## config.mk

```make
export PLATFORM = sky130hd
export DESIGN_NAME = pcx_rle_line_encoder_flat
export DESIGN_NICKNAME = d
export VERILOG_FILES = /design/src/hdl/pcxrle_pkg.sv /design/src/hdl/pcxrle_if.sv /design/src/hdl/pcxrle_front.sv /design/src/hdl/pcxrle_queue.sv /design/src/hdl/pcxrle_back.sv /design/src/hdl/pcx_rle_line_encoder.sv /design/src/flat_wrapper.sv
export SDC_FILE = /design/constraint.sdc
export NUM_CORES = 1
export LEC_CHECK = 0
export BUFFER_PORTS_ARGS = -buffer_cell sky130_fd_sc_hd__buf_2
export CAP_MARGIN = 20
export CORE_ASPECT_RATIO = 0.9
export CORE_UTILIZATION = 35
export DETAILED_ROUTE_END_ITERATION = 8
export GPL_TIMING_DRIVEN = 0
export PLACE_DENSITY = 0.61
export RECOVER_POWER = 100
export SLEW_MARGIN = 15
export SYNTH_ARGS = -nofsm -noshare
export SYNTH_HDL_FRONTEND = slang
export SYNTH_SLANG_ARGS = --single-unit
export TNS_END_PERCENT = 50
```

## constraint.sdc

```tcl
create_clock -name clk -period 3.3 [get_ports clk]
set_input_delay 0.33 -clock clk [delete_from_list [all_inputs] [get_ports clk]]
set_output_delay 0.33 -clock clk [all_outputs]
set_load 0.03 [all_outputs]
```

## src/hdl/pcxrle_pkg.sv

```systemverilog
// shared types and constants of the pcx run-length line encoder
package pcxrle_pkg;

    localparam int RUN_W = 6;
    localparam int QUEUE_DEPTH = 4;
    localparam int QPTR_W = 2;
    localparam int QCNT_W = 3;

    localparam logic [7:0] COUNT_MARK = 8'hC0;
    localparam logic [7:0] LITERAL_LIMIT = 8'hC0;

    // one run to be written out: value and length
    typedef struct packed {
        logic             valid;
        logic [7:0]       value;
        logic [RUN_W-1:0] length;
    } run_t;

    // work handed from front to back: the run closed by a break, the run flushed at
    // end of line, and the line flag
    typedef struct packed {
        run_t closed;
        run_t flushed;
        logic eol;
    } cmd_t;

    // queue handshake between front and back
    typedef struct packed {
        logic push;
        cmd_t data;
    } q_wr_t;

    typedef struct packed {
        logic full;
    } q_wr_stat_t;

    typedef struct packed {
        logic empty;
        cmd_t head;
    } q_rd_stat_t;

endpackage

```

## src/hdl/pcxrle_if.sv

```systemverilog
// valid/ready channel interfaces for pixel items and code items
interface pcxrle_in_if;
    logic       valid;
    logic       ready;
    logic [7:0] pixel_byte;
    logic       end_of_line;

    modport source (output valid, output pixel_byte, output end_of_line, input ready);
    modport sink (input valid, input pixel_byte, input end_of_line, output ready);
endinterface

interface pcxrle_out_if;
    logic       valid;
    logic       ready;
    logic [7:0] code_byte;
    logic       last_of_item;
    logic       line_done;

    modport source (output valid, output code_byte, output last_of_item, output line_done,
                    input ready);
    modport sink (input valid, input code_byte, input last_of_item, input line_done,
                  output ready);
endinterface

```

## src/hdl/pcxrle_front.sv

```systemverilog
// front end: tracks the open run and classifies each pixel item into emit work
module pcxrle_front
    import pcxrle_pkg::*;
#(
    parameter int MAX_RUN = 63
)
(
    input  logic       clk,
    input  logic       rst_n,
    pcxrle_in_if.sink  pixel_in,
    output q_wr_t      q_wr,
    input  q_wr_stat_t q_stat
);

    localparam logic [RUN_W-1:0] MaxRunC = RUN_W'(MAX_RUN);

    logic [7:0]       run_value_reg, run_value_next;
    logic [RUN_W-1:0] run_length_reg, run_length_next;
    logic             fire;
    logic             starting;
    logic             extend;
    logic             brk;
    logic [RUN_W-1:0] new_length;

    assign pixel_in.ready = !q_stat.full;
    assign fire = pixel_in.valid && pixel_in.ready;

    assign starting = (run_length_reg == '0);
    assign extend = !starting && (pixel_in.pixel_byte == run_value_reg)
                    && (run_length_reg < MaxRunC);
    assign brk = !starting && !extend;
    assign new_length = extend ? run_length_reg + RUN_W'(1) : RUN_W'(1);

    always_comb
    begin
        q_wr.push = fire && (brk || pixel_in.end_of_line);
        q_wr.data.closed.valid = brk;
        q_wr.data.closed.value = run_value_reg;
        q_wr.data.closed.length = run_length_reg;
        // the run that holds the current byte, flushed at end of line
        q_wr.data.flushed.valid = pixel_in.end_of_line;
        q_wr.data.flushed.value = pixel_in.pixel_byte;
        q_wr.data.flushed.length = new_length;
        q_wr.data.eol = pixel_in.end_of_line;

        run_value_next = run_value_reg;
        run_length_next = run_length_reg;
        if (fire)
        begin
            if (pixel_in.end_of_line)
            begin
                run_value_next = '0;
                run_length_next = '0;
            end
            else
            begin
                run_value_next = pixel_in.pixel_byte;
                run_length_next = new_length;
            end
        end
    end

    always_ff @(posedge clk or negedge rst_n)
    begin
        if (!rst_n)
        begin
            run_value_reg <= '0;
            run_length_reg <= '0;
        end
        else
        begin
            run_value_reg <= run_value_next;
            run_length_reg <= run_length_next;
        end
    end

    a_run_bounded: assert property (@(posedge clk) disable iff (!rst_n)
        run_length_reg <= MaxRunC)
        else $error("open run longer than the maximum");

    a_eol_clears: assert property (@(posedge clk) disable iff (!rst_n)
        fire && pixel_in.end_of_line |=> run_length_reg == '0)
        else $error("run not cleared after end of line");

    a_no_push_full: assert property (@(posedge clk) disable iff (!rst_n)
        q_wr.push |-> !q_stat.full)
        else $error("push into a full queue");

endmodule

```

## src/hdl/pcxrle_queue.sv

```systemverilog
// short command queue between the front and back ends
module pcxrle_queue
    import pcxrle_pkg::*;
(
    input  logic       clk,
    input  logic       rst_n,
    input  q_wr_t      q_wr,
    output q_wr_stat_t q_stat,
    input  logic       pop,
    output q_rd_stat_t rd_stat
);

    cmd_t              mem_reg [QUEUE_DEPTH];
    logic [QPTR_W-1:0] wr_ptr_reg, wr_ptr_next;
    logic [QPTR_W-1:0] rd_ptr_reg, rd_ptr_next;
    logic [QCNT_W-1:0] count_reg, count_next;
    logic              do_pop;

    assign q_stat.full = (count_reg == QCNT_W'(QUEUE_DEPTH));
    assign rd_stat.empty = (count_reg == '0);
    assign rd_stat.head = mem_reg[rd_ptr_reg];
    assign do_pop = pop && !rd_stat.empty;

    always_comb
    begin
        wr_ptr_next = q_wr.push ? wr_ptr_reg + QPTR_W'(1) : wr_ptr_reg;
        rd_ptr_next = do_pop ? rd_ptr_reg + QPTR_W'(1) : rd_ptr_reg;
        count_next = count_reg;
        if (q_wr.push && !do_pop)
        begin
            count_next = count_reg + QCNT_W'(1);
        end
        else if (do_pop && !q_wr.push)
        begin
            count_next = count_reg - QCNT_W'(1);
        end
    end

    always_ff @(posedge clk)
    begin
        if (q_wr.push)
        begin
            mem_reg[wr_ptr_reg] <= q_wr.data;
        end
    end

    always_ff @(posedge clk or negedge rst_n)
    begin
        if (!rst_n)
        begin
            wr_ptr_reg <= '0;
            rd_ptr_reg <= '0;
            count_reg <= '0;
        end
        else
        begin
            wr_ptr_reg <= wr_ptr_next;
            rd_ptr_reg <= rd_ptr_next;
            count_reg <= count_next;
        end
    end

    a_count_bounded: assert property (@(posedge clk) disable iff (!rst_n)
        count_reg <= QCNT_W'(QUEUE_DEPTH))
        else $error("queue count out of range");

    a_ptr_gap: assert property (@(posedge clk) disable iff (!rst_n)
        (count_reg == '0 || count_reg == QCNT_W'(QUEUE_DEPTH)) |-> wr_ptr_reg == rd_ptr_reg)
        else $error("queue pointers disagree with count");

    a_pop_nonempty: assert property (@(posedge clk) disable iff (!rst_n)
        pop |-> !rd_stat.empty)
        else $error("pop from an empty queue");

endmodule

```

## src/hdl/pcxrle_back.sv

```systemverilog
// back end: expands queued runs into literal, count and value bytes
module pcxrle_back
    import pcxrle_pkg::*;
(
    input  logic        clk,
    input  logic        rst_n,
    input  q_rd_stat_t  rd_stat,
    output logic        pop,
    pcxrle_out_if.source code_out
);

    logic [7:0] list [4];
    logic [1:0] a_n;
    logic [2:0] total;
    logic       a_lit;
    logic       b_lit;

    logic [7:0] bytes_reg [4];
    logic [1:0] idx_reg, idx_next;
    logic [1:0] last_idx_reg;
    logic       eol_reg;
    logic       busy_reg, busy_next;

    logic       out_valid_reg, out_valid_next;
    logic [7:0] code_reg;
    logic       last_reg;
    logic       done_reg;

    logic       can_load;
    logic       emit;
    logic       finishing;

    // byte list of the command at the head of the queue
    always_comb
    begin
        for (int i = 0; i < 4; i++)
        begin
            list[i] = '0;
        end
        a_lit = (rd_stat.head.closed.length == RUN_W'(1))
                && (rd_stat.head.closed.value < LITERAL_LIMIT);
        b_lit = (rd_stat.head.flushed.length == RUN_W'(1))
                && (rd_stat.head.flushed.value < LITERAL_LIMIT);
        a_n = 2'd0;
        if (rd_stat.head.closed.valid)
        begin
            if (a_lit)
            begin
                list[0] = rd_stat.head.closed.value;
                a_n = 2'd1;
            end
            else
            begin
                list[0] = COUNT_MARK | {2'b00, rd_stat.head.closed.length};
                list[1] = rd_stat.head.closed.value;
                a_n = 2'd2;
            end
        end
        total = {1'b0, a_n};
        if (rd_stat.head.flushed.valid)
        begin
            if (b_lit)
            begin
                list[a_n] = rd_stat.head.flushed.value;
                total = {1'b0, a_n} + 3'd1;
            end
            else
            begin
                list[a_n] = COUNT_MARK | {2'b00, rd_stat.head.flushed.length};
                list[a_n + 2'd1] = rd_stat.head.flushed.value;
                total = {1'b0, a_n} + 3'd2;
            end
        end
    end

    assign can_load = !out_valid_reg || code_out.ready;
    assign emit = busy_reg && can_load;
    assign finishing = emit && (idx_reg == last_idx_reg);
    // next command is taken as the current one sends its last byte
    assign pop = (!busy_reg || finishing) && !rd_stat.empty;

    always_comb
    begin
        busy_next = busy_reg;
        idx_next = idx_reg;
        if (pop)
        begin
            busy_next = 1'b1;
            idx_next = '0;
        end
        else if (finishing)
        begin
            busy_next = 1'b0;
        end
        else if (emit)
        begin
            idx_next = idx_reg + 2'd1;
        end

        out_valid_next = out_valid_reg;
        if (emit)
        begin
            out_valid_next = 1'b1;
        end
        else if (code_out.ready)
        begin
            out_valid_next = 1'b0;
        end
    end

    always_ff @(posedge clk)
    begin
        if (pop)
        begin
            for (int i = 0; i < 4; i++)
            begin
                bytes_reg[i] <= list[i];
            end
            last_idx_reg <= 2'(total - 3'd1);
            eol_reg <= rd_stat.head.eol;
        end
        if (emit)
        begin
            code_reg <= bytes_reg[idx_reg];
            last_reg <= (idx_reg == last_idx_reg);
            done_reg <= (idx_reg == last_idx_reg) && eol_reg;
        end
    end

    always_ff @(posedge clk or negedge rst_n)
    begin
        if (!rst_n)
        begin
            busy_reg <= 1'b0;
            idx_reg <= '0;
            out_valid_reg <= 1'b0;
        end
        else
        begin
            busy_reg <= busy_next;
            idx_reg <= idx_next;
            out_valid_reg <= out_valid_next;
        end
    end

    assign code_out.valid = out_valid_reg;
    assign code_out.code_byte = code_reg;
    assign code_out.last_of_item = last_reg;
    assign code_out.line_done = done_reg;

    a_done_is_last: assert property (@(posedge clk) disable iff (!rst_n)
        out_valid_reg && done_reg |-> last_reg)
        else $error("line done on a byte that is not the last of its item");

    a_idx_in_list: assert property (@(posedge clk) disable iff (!rst_n)
        busy_reg |-> idx_reg <= last_idx_reg)
        else $error("byte index past the end of the list");

    a_hold_stalled: assert property (@(posedge clk) disable iff (!rst_n)
        out_valid_reg && !code_out.ready |=> out_valid_reg && $stable(code_reg))
        else $error("stalled output byte changed");

endmodule

```

## src/hdl/pcx_rle_line_encoder.sv

```systemverilog
// PCX run-length encoder for one plane of a scan line: top level
// The block takes one pixel item per cycle as long as its four-entry command queue has
// room. Bytes that extend the open run produce nothing; a run break produces one or two
// code bytes, and an end-of-line item up to four. The back end sends one code byte per
// cycle while the output is ready, so sustained throughput is set by the single-byte
// output port: an item costs its input transfer, or the output of the code bytes it
// causes when they are more (up to four), and the queue absorbs bursts.
// An accepted item passes through the queue, the byte list and the output code register.
module pcx_rle_line_encoder
    import pcxrle_pkg::*;
#(
    parameter int MAX_RUN = 63
)
(
    input  logic         clk,
    input  logic         rst_n,
    pcxrle_in_if.sink    pixel_in,
    pcxrle_out_if.source code_out
);

    q_wr_t      q_wr;
    q_wr_stat_t q_stat;
    q_rd_stat_t rd_stat;
    logic       pop;

    pcxrle_front #(
        .MAX_RUN (MAX_RUN)
    ) u_front (
        .clk      (clk),
        .rst_n    (rst_n),
        .pixel_in (pixel_in),
        .q_wr     (q_wr),
        .q_stat   (q_stat)
    );

    pcxrle_queue u_queue (
        .clk     (clk),
        .rst_n   (rst_n),
        .q_wr    (q_wr),
        .q_stat  (q_stat),
        .pop     (pop),
        .rd_stat (rd_stat)
    );

    pcxrle_back u_back (
        .clk      (clk),
        .rst_n    (rst_n),
        .rd_stat  (rd_stat),
        .pop      (pop),
        .code_out (code_out)
    );

endmodule
```

## src/flat_wrapper.sv

```systemverilog
// flat-port wrapper written by rule: the top's interface ports become plain ports
module pcx_rle_line_encoder_flat import pcxrle_pkg::*;
#(
    parameter int MAX_RUN = 63
)
  (clk, rst_n, pixel_in_valid, pixel_in_pixel_byte, pixel_in_end_of_line, pixel_in_ready, code_out_valid, code_out_code_byte, code_out_last_of_item, code_out_line_done, code_out_ready);
  pcxrle_in_if pixel_in_i ();
  pcxrle_out_if code_out_i ();
  input  logic clk;
  input  logic rst_n;
  input wire logic [$bits(pixel_in_i.valid)-1:0] pixel_in_valid;
  input wire logic [$bits(pixel_in_i.pixel_byte)-1:0] pixel_in_pixel_byte;
  input wire logic [$bits(pixel_in_i.end_of_line)-1:0] pixel_in_end_of_line;
  output wire logic [$bits(pixel_in_i.ready)-1:0] pixel_in_ready;
  output wire logic [$bits(code_out_i.valid)-1:0] code_out_valid;
  output wire logic [$bits(code_out_i.code_byte)-1:0] code_out_code_byte;
  output wire logic [$bits(code_out_i.last_of_item)-1:0] code_out_last_of_item;
  output wire logic [$bits(code_out_i.line_done)-1:0] code_out_line_done;
  input wire logic [$bits(code_out_i.ready)-1:0] code_out_ready;
  assign pixel_in_i.valid = pixel_in_valid;
  assign pixel_in_i.pixel_byte = pixel_in_pixel_byte;
  assign pixel_in_i.end_of_line = pixel_in_end_of_line;
  assign pixel_in_ready = pixel_in_i.ready;
  assign code_out_valid = code_out_i.valid;
  assign code_out_code_byte = code_out_i.code_byte;
  assign code_out_last_of_item = code_out_i.last_of_item;
  assign code_out_line_done = code_out_i.line_done;
  assign code_out_i.ready = code_out_ready;
  pcx_rle_line_encoder #(.MAX_RUN(MAX_RUN)) u_core (.clk(clk), .rst_n(rst_n), .pixel_in(pixel_in_i), .code_out(code_out_i));
endmodule
```

Word-level counts from Yosys, hierarchy flattened --
Memory sizes are Yosys's and may differ from the RTL's. A register that Yosys moved wholly into a read port is not among the register bits. Index checks and enable logic that the tools add are counted.
Operators by class: add/subtract/negate cells 10, $mul 0, divide/modulo/power cells 0, magnitude comparators 7, eq/ne operators 6, shift operators 0, multiplexer cells 32, bitwise logic cells 2, reductions and logical operators 34
Operator list (number):
- bitwise mux 32 bit | 3
- 2-to-1 mux 32 bit | 2
- 2-to-1 mux 8 bit | 5
- demux 8 bit (select 2 bit) | 2
- logical AND 1 bit | 16
- less-than comparator 8 bit, second input constant | 2
- 2-to-1 mux 16 bit | 1
- 2-to-1 mux 2 bit | 7
- == test 6 x 1 -> 1 bit, second input constant | 2
- 2-to-1 mux 6 bit | 2
- adder 2 x 1 -> 2 bit, second input constant | 5
- == test 8 bit | 1
- zero test 1 bit | 8
- 2-to-1 mux 1 bit | 8
- nonzero test 2 bit | 4
- adder 6 x 1 -> 6 bit, second input constant | 1
- greater-or-equal comparator 3 bit, second input constant | 2
- zero test 6 bit | 1
- less-than comparator 3 x 1 -> 1 bit, second input constant | 2
- less-than comparator 6 bit, second input constant | 1
- 2-to-1 mux 3 bit | 2
- NOT 2 -> 3 bit | 2
- adder 3 x 1 -> 3 bit, second input constant | 1
- == test 3 bit, second input constant | 1
- 8 further kinds | 10
Storage, ports and cells: bits in registers 30, bits in latches 0, bits in writable memories 156, memory bits (read-only) 0, output and inout bits 12, logic and storage cells 105, memories kept 2
Memories:
- u_core.u_queue.mem_reg | depth 4, width 31, rd ports 1, clocked after Yosys merged registers in 0, wr ports 1, RTL line pcxrle_queue.sv:13 | cmd_t mem_reg [QUEUE_DEPTH];
- u_core.u_back.bytes_reg | depth 4, width 8, rd ports 1, clocked after Yosys merged registers in 1, wr ports 4, RTL line pcxrle_back.sv:18 | logic [7:0] bytes_reg [4];

Longest topological paths before layout --
An unclocked memory read counts as a cell.
depth in word-level cells 14, mapped depth 12

Hierarchy --
A second synthesis with hierarchy kept.
Unflattened totals: cells, all modules 503, area, all modules 8420.6 um2
Modules (own cells, without submodules):
- pcxrle_queue | times used 1, cells each 197, area an instance 4916.0 um2, sequential area each 3898.7 um2
- pcxrle_back | times used 1, cells each 188, area an instance 2484.9 um2, sequential area each 1451.4 um2
- pcxrle_front | times used 1, cells each 118, area an instance 1019.7 um2, sequential area each 350.3 um2

Least setup slack after synthesis --
No wires, ideal clock.
path kind register -> register, start register u_core.u_back.idx_reg[1], end register u_core.u_queue.count_reg[1], setup time 125 ps, data arrival time 3196 ps, required time 3175 ps, setup slack -21 ps, cell stages (with the launch flop) 11, period minus slack after synthesis 3321 ps, cells stage by stage dfrtp_1 > clkbuf_1 > xor2_1 > nor2_1 > a21bo_2 > o31a_1 > inv_1 > ha_1 > inv_1 > fa_1 > mux2_2
Between the ends: cells in the longest elaborated chain, start to end 8, elaborated cells between the ends (all ways) 10, classes of those cells 1 x eq/ne; 1 x mux; 8 x reduce/logical
Ends and longest elaborated chain:
- start: declaration | RTL line pcxrle_back.sv:19 | logic [1:0] idx_reg, idx_next;
- start signal: assignment | RTL line pcxrle_back.sv:141 | idx_reg <= idx_next;
- == test 2 bit | RTL line pcxrle_back.sv:78 | assign finishing = emit && (idx_reg == last_idx_reg);
- logical AND 1 bit | RTL line pcxrle_back.sv:78
- logical OR 1 bit | RTL line pcxrle_back.sv:80 | assign pop = (!busy_reg || finishing) && !rd_stat.empty;
- logical AND 1 bit | RTL line pcxrle_back.sv:80
- net u_core.pop | RTL line pcx_rle_line_encoder.sv:24 | logic pop;
- logical AND 1 bit | RTL line pcxrle_queue.sv:22 | assign do_pop = pop && !rd_stat.empty;
- zero test 1 bit | RTL line pcxrle_queue.sv:29 | if (q_wr.push && !do_pop)
- logical AND 1 bit | RTL line pcxrle_queue.sv:29
- 2-to-1 mux 3 bit | RTL line pcxrle_queue.sv:29
- net u_core.u_queue.count_next[1] | RTL line pcxrle_queue.sv:16 | logic [QCNT_W-1:0] count_reg, count_next;
- end signal: assignment | RTL line pcxrle_queue.sv:59 | count_reg <= count_next;
- end: declaration | RTL line pcxrle_queue.sv:16
The timed path passes the listed nets, and every way through them passes these cells. A chain may end at the register's enable or synchronous reset.

==> results.md <==
- Critical-path cell with the highest stage delay: sky130_fd_sc_hd__mux4_2
- GRT Residual Overflow: 0
- Count of buffers from port buffering: 24
- Peak per-stage delay on the critical path: 0.58 ns
- Layout fillers: 1991
- Number of global-route vias before repair: 4489
- Switching power: 0.002808 W
- Tightest Hold Check Type: input port to flop
- Count of boundary I/O pins: 25
- H-tree level count: 4
- Post-Syn Area per Cell: 16.66 um^2
- Via count: 4260
- Min cycle time layout: 3.190 ns
- Residual DRC count: 0
- Estimated wirelength of the detail-placed design: 10.48 mm
- Placer's final routability congestion estimate: 0.8557
- Required time of the critical path: 3.47 ns
- P&R area growth vs syn: 13.37%
- Instance area at placement: 8518 um^2
- Failing checks: max-capacitance violations, max-slew violations
- Internal Pwr Total: 0.005547 W
- Number of pins exceeding their max-slew limit in the final report: 26
- Sequential share of the synthesized area: 70.21%
- First-pass GRT wire length: 25.04 mm
- Ys async rst share: 13.16%
- Drt first pass iters: 5
- Leakage: 3.086 nW
- Slew of the pin with the lowest slew margin: 1.785 ns
- Finished Layout Cells: 828
- Setup Viol. Count Final: 0
- Final routed wire length divided by cell count: 18.96 um
- Most common library cells after synthesis: sky130_fd_sc_hd__edfxtp_1 (165), sky130_fd_sc_hd__mux4_2 (37), sky130_fd_sc_hd__nand2_1 (32)
- CP dominant cell by count: sky130_fd_sc_hd__clkbuf_2
- Unrepaired setup endpoints after global routing: false
- Starting density of the core: 36.21%
- Combinational power share: 34.9%
- Clock root buffer master: sky130_fd_sc_hd__clkbuf_16
- First DRT Iteration DRCs: 371
- Max FFs per register: 120
- VDD IR max: 0.4291 mV
- Largest net degree at the start of global routing: 41
- Final Hold Slack: 0.2111 ns
- Cell accounting for the most synthesized area: sky130_fd_sc_hd__edfxtp_1
- Clk slew on worst S/H paths: 0.06 ns
- Die Wd: 160.8 um
- Category of the worst setup path launch point: flop
- Run status: finished with violations
- Synth top area cells: sky130_fd_sc_hd__edfxtp_1 (62%), sky130_fd_sc_hd__mux4_2 (10%), sky130_fd_sc_hd__dfrtp_1 (7.9%)
- Peak fanout along the critical path: 8
- Total wirelength of the detailed-routed design: 15.70 mm
- Antenna diode count: 0
- Clock tree from TritonCTS: done
- Buffers from clock root to sink, at most: 2
- Class of the most critical setup path: flop to flop
- Tot GR Track Use: 14.34%
- Post-layout utilization of the core: 41.05%
- Final Skew: 0.01011 ns
- Power, Total: 0.008355 W
- Clock network fraction of design power: 22.4%
- Area of the core: 21950 um^2
- Antenna-violating nets left: 0
- Sinks on the clock net: 190
- Die height: 145.0 um
- Number of enable flip-flop cells after synthesis: 165
- Layout cells sized above 1: 16.57%
- Area of the mapped netlist: 7948 um^2
- Endpoint class of the critical path: flop
- Synth Warn #: 0
- TritonCTS buffer count: 17
- Via count normalized by instance count: 5.145
- Hold Fails Final Rpt: 0
- Arr. time, crit path: 3.36 ns
- Pwr Density: 927.4 nW/um^2
- Worst setup startpoint: u_core.u_queue.rd_ptr_reg[0]$_DFFE_PN0P_
- Cell area after layout: 9010 um^2
- Die Footprint: 23310 um^2
- Max-cap violations: 1
- Most repeated cell in the gate-level netlist after synthesis: sky130_fd_sc_hd__edfxtp_1
- Crit share post-route: 96.66%
- Clock latency at the later pin of the worst-skew pair: 0.43 ns
- Switch share: 33.61%
- Standard-cell rows: 51
- Worst max-slew margin expressed relative to the limit: -19.02%
- Portion of synthesized cell area occupied by the leading cell type: 62.34%
- Post-synthesis instance total: 477
- Synth Flop Type: sky130_fd_sc_hd__edfxtp_1
- Number of nets in the layout: 545
- Reg-to-Reg Start: u_core.u_queue.rd_ptr_reg[0]$_DFFE_PN0P_
- Number of cells in the design after placement: 796
- Hold Path Origin: code_out_ready
- Buffers inserted during post-CTS setup optimization: 0
- Synthesized net count: 498
- Seq cells post-synth: 190
- Antenna violations before repair: 0
- Number of library cell types mapped by synthesis: 47
- Maximum frequency from static timing analysis: 313.5 MHz
- Worst-path cell chain: buf_6 > mux4_2 > or4b_1 > clkbuf_2 > or3_1 > clkbuf_2 > o21ai_2 > o21ai_1 > a311o_1
- Sequential Power Share: 42.7%
## cell usage in the layout (no fill, tap or decap), types with 6 or more instances in the layout
cell / instances
sky130_fd_sc_hd__xnor2_1: 7
sky130_fd_sc_hd__mux4_2: 37
sky130_fd_sc_hd__a22o_1: 12
sky130_fd_sc_hd__nand2b_1: 11
sky130_fd_sc_hd__dfrtp_1: 25
sky130_fd_sc_hd__a21oi_1: 14
sky130_fd_sc_hd__nor2_1: 21
sky130_fd_sc_hd__nand2_1: 32
sky130_fd_sc_hd__ha_1: 7
sky130_fd_sc_hd__mux2i_1: 9
sky130_fd_sc_hd__clkbuf_1: 37
sky130_fd_sc_hd__clkbuf_4: 6
sky130_fd_sc_hd__o21ai_0: 16
sky130_fd_sc_hd__xor2_1: 16
sky130_fd_sc_hd__inv_1: 16
sky130_fd_sc_hd__o22ai_1: 8
sky130_fd_sc_hd__and2_0: 7
sky130_fd_sc_hd__edfxtp_1: 165
sky130_fd_sc_hd__nor3_1: 9
sky130_fd_sc_hd__clkbuf_16: 17
## path summary, 6_finish.rpt
path                                                                to  slack [ns]  cells past startpoint
max in group asynchronous  u_core.u_front.run_value_reg[2]$_DFFE_PN0P_        1.34                      2
min in group asynchronous  u_core.u_front.run_value_reg[6]$_DFFE_PN0P_        0.92                      2
min                           u_core.u_back.code_out.valid$_DFFE_PN0P_        0.21                      3
max                            u_core.u_back.bytes_reg[1][7]$_DFFE_PP_        0.11                      9
min reg2reg                   u_core.u_back.code_out.valid$_DFFE_PN0P_        0.47                      1
max reg2reg                    u_core.u_back.bytes_reg[1][7]$_DFFE_PP_        0.11                      9
## worst max-delay path: cells and delay by family (launching register included)
family	cells	cell delay, ns
mux	1	0.58
simple gates	2	0.94
buf+inv	3	0.51
compound gates	3	0.58
flops	1	0.34
## stage by stage
step                TNS [ns]  worst slack (ns)
floorplan                  0            0.3145
CTS                        0          0.009041
detailed placement    -6.846           -0.3382
global placement      -41.79           -0.3131
global route               0           0.01318
finish                     0            0.1101
## final cells by class
type / instances / area [um^2] / share of cell area (%)
plain buffers: 21 / 112.6 / 1.250
multi-input cells: 249 / 2231 / 24.76
repair buffers: 29 / 132.6 / 1.472
flip-flops and latches: 190 / 5580 / 61.94
clock buffers: 24 / 461.7 / 5.124
inverters: 16 / 60.06 / 0.6666
clock inverters: 8 / 67.56 / 0.7499
well taps: 291 / 364.1 / 4.041
## power groups by stage
stage / Sequential (W) / Combinational, W / Clock [W]
2_1_floorplan: 0.00366 / 0.00199 / 0
3_3_place_gp: 0.00357 / 0.00282 / 0
3_5_place_dp: 0.00359 / 0.00297 / 0
4_1_cts: 0.00354 / 0.00300 / 0.00190
5_1_grt: 0.00363 / 0.00320 / 0.00199
6_report: 0.00357 / 0.00292 / 0.00187
## timing repair
item | CTS | global route
hold endpoints to repair | 25 | 0
endpoints found under the setup margin | 32 | 25
gates resized for setup | 6 | 9
hold buffers | 1 | 0
## cells by family (layout without fill, tap and decap cells)
family,after synthesis,count (layout),synth area share (%)
flip-flops,190,190,70.21
AND/OR/NAND/NOR,99,99,6.030
AO/OA/AOI/OAI,69,69,5.746
multiplexers,50,50,12.19
buffers and inverters,38,98,1.936
XOR/XNOR,23,23,2.535
adder cells (fa/ha/maj),8,8,1.354
## layer usage
layer | global-route usage, % | wire (um)
met1 | 19.09 | 7095
met2 | 23.02 | 7583
met4 | 4.717 | 173
met5 | 0 | 0
met3 | 3.459 | 849
Power figures use the tool's default switching activity.
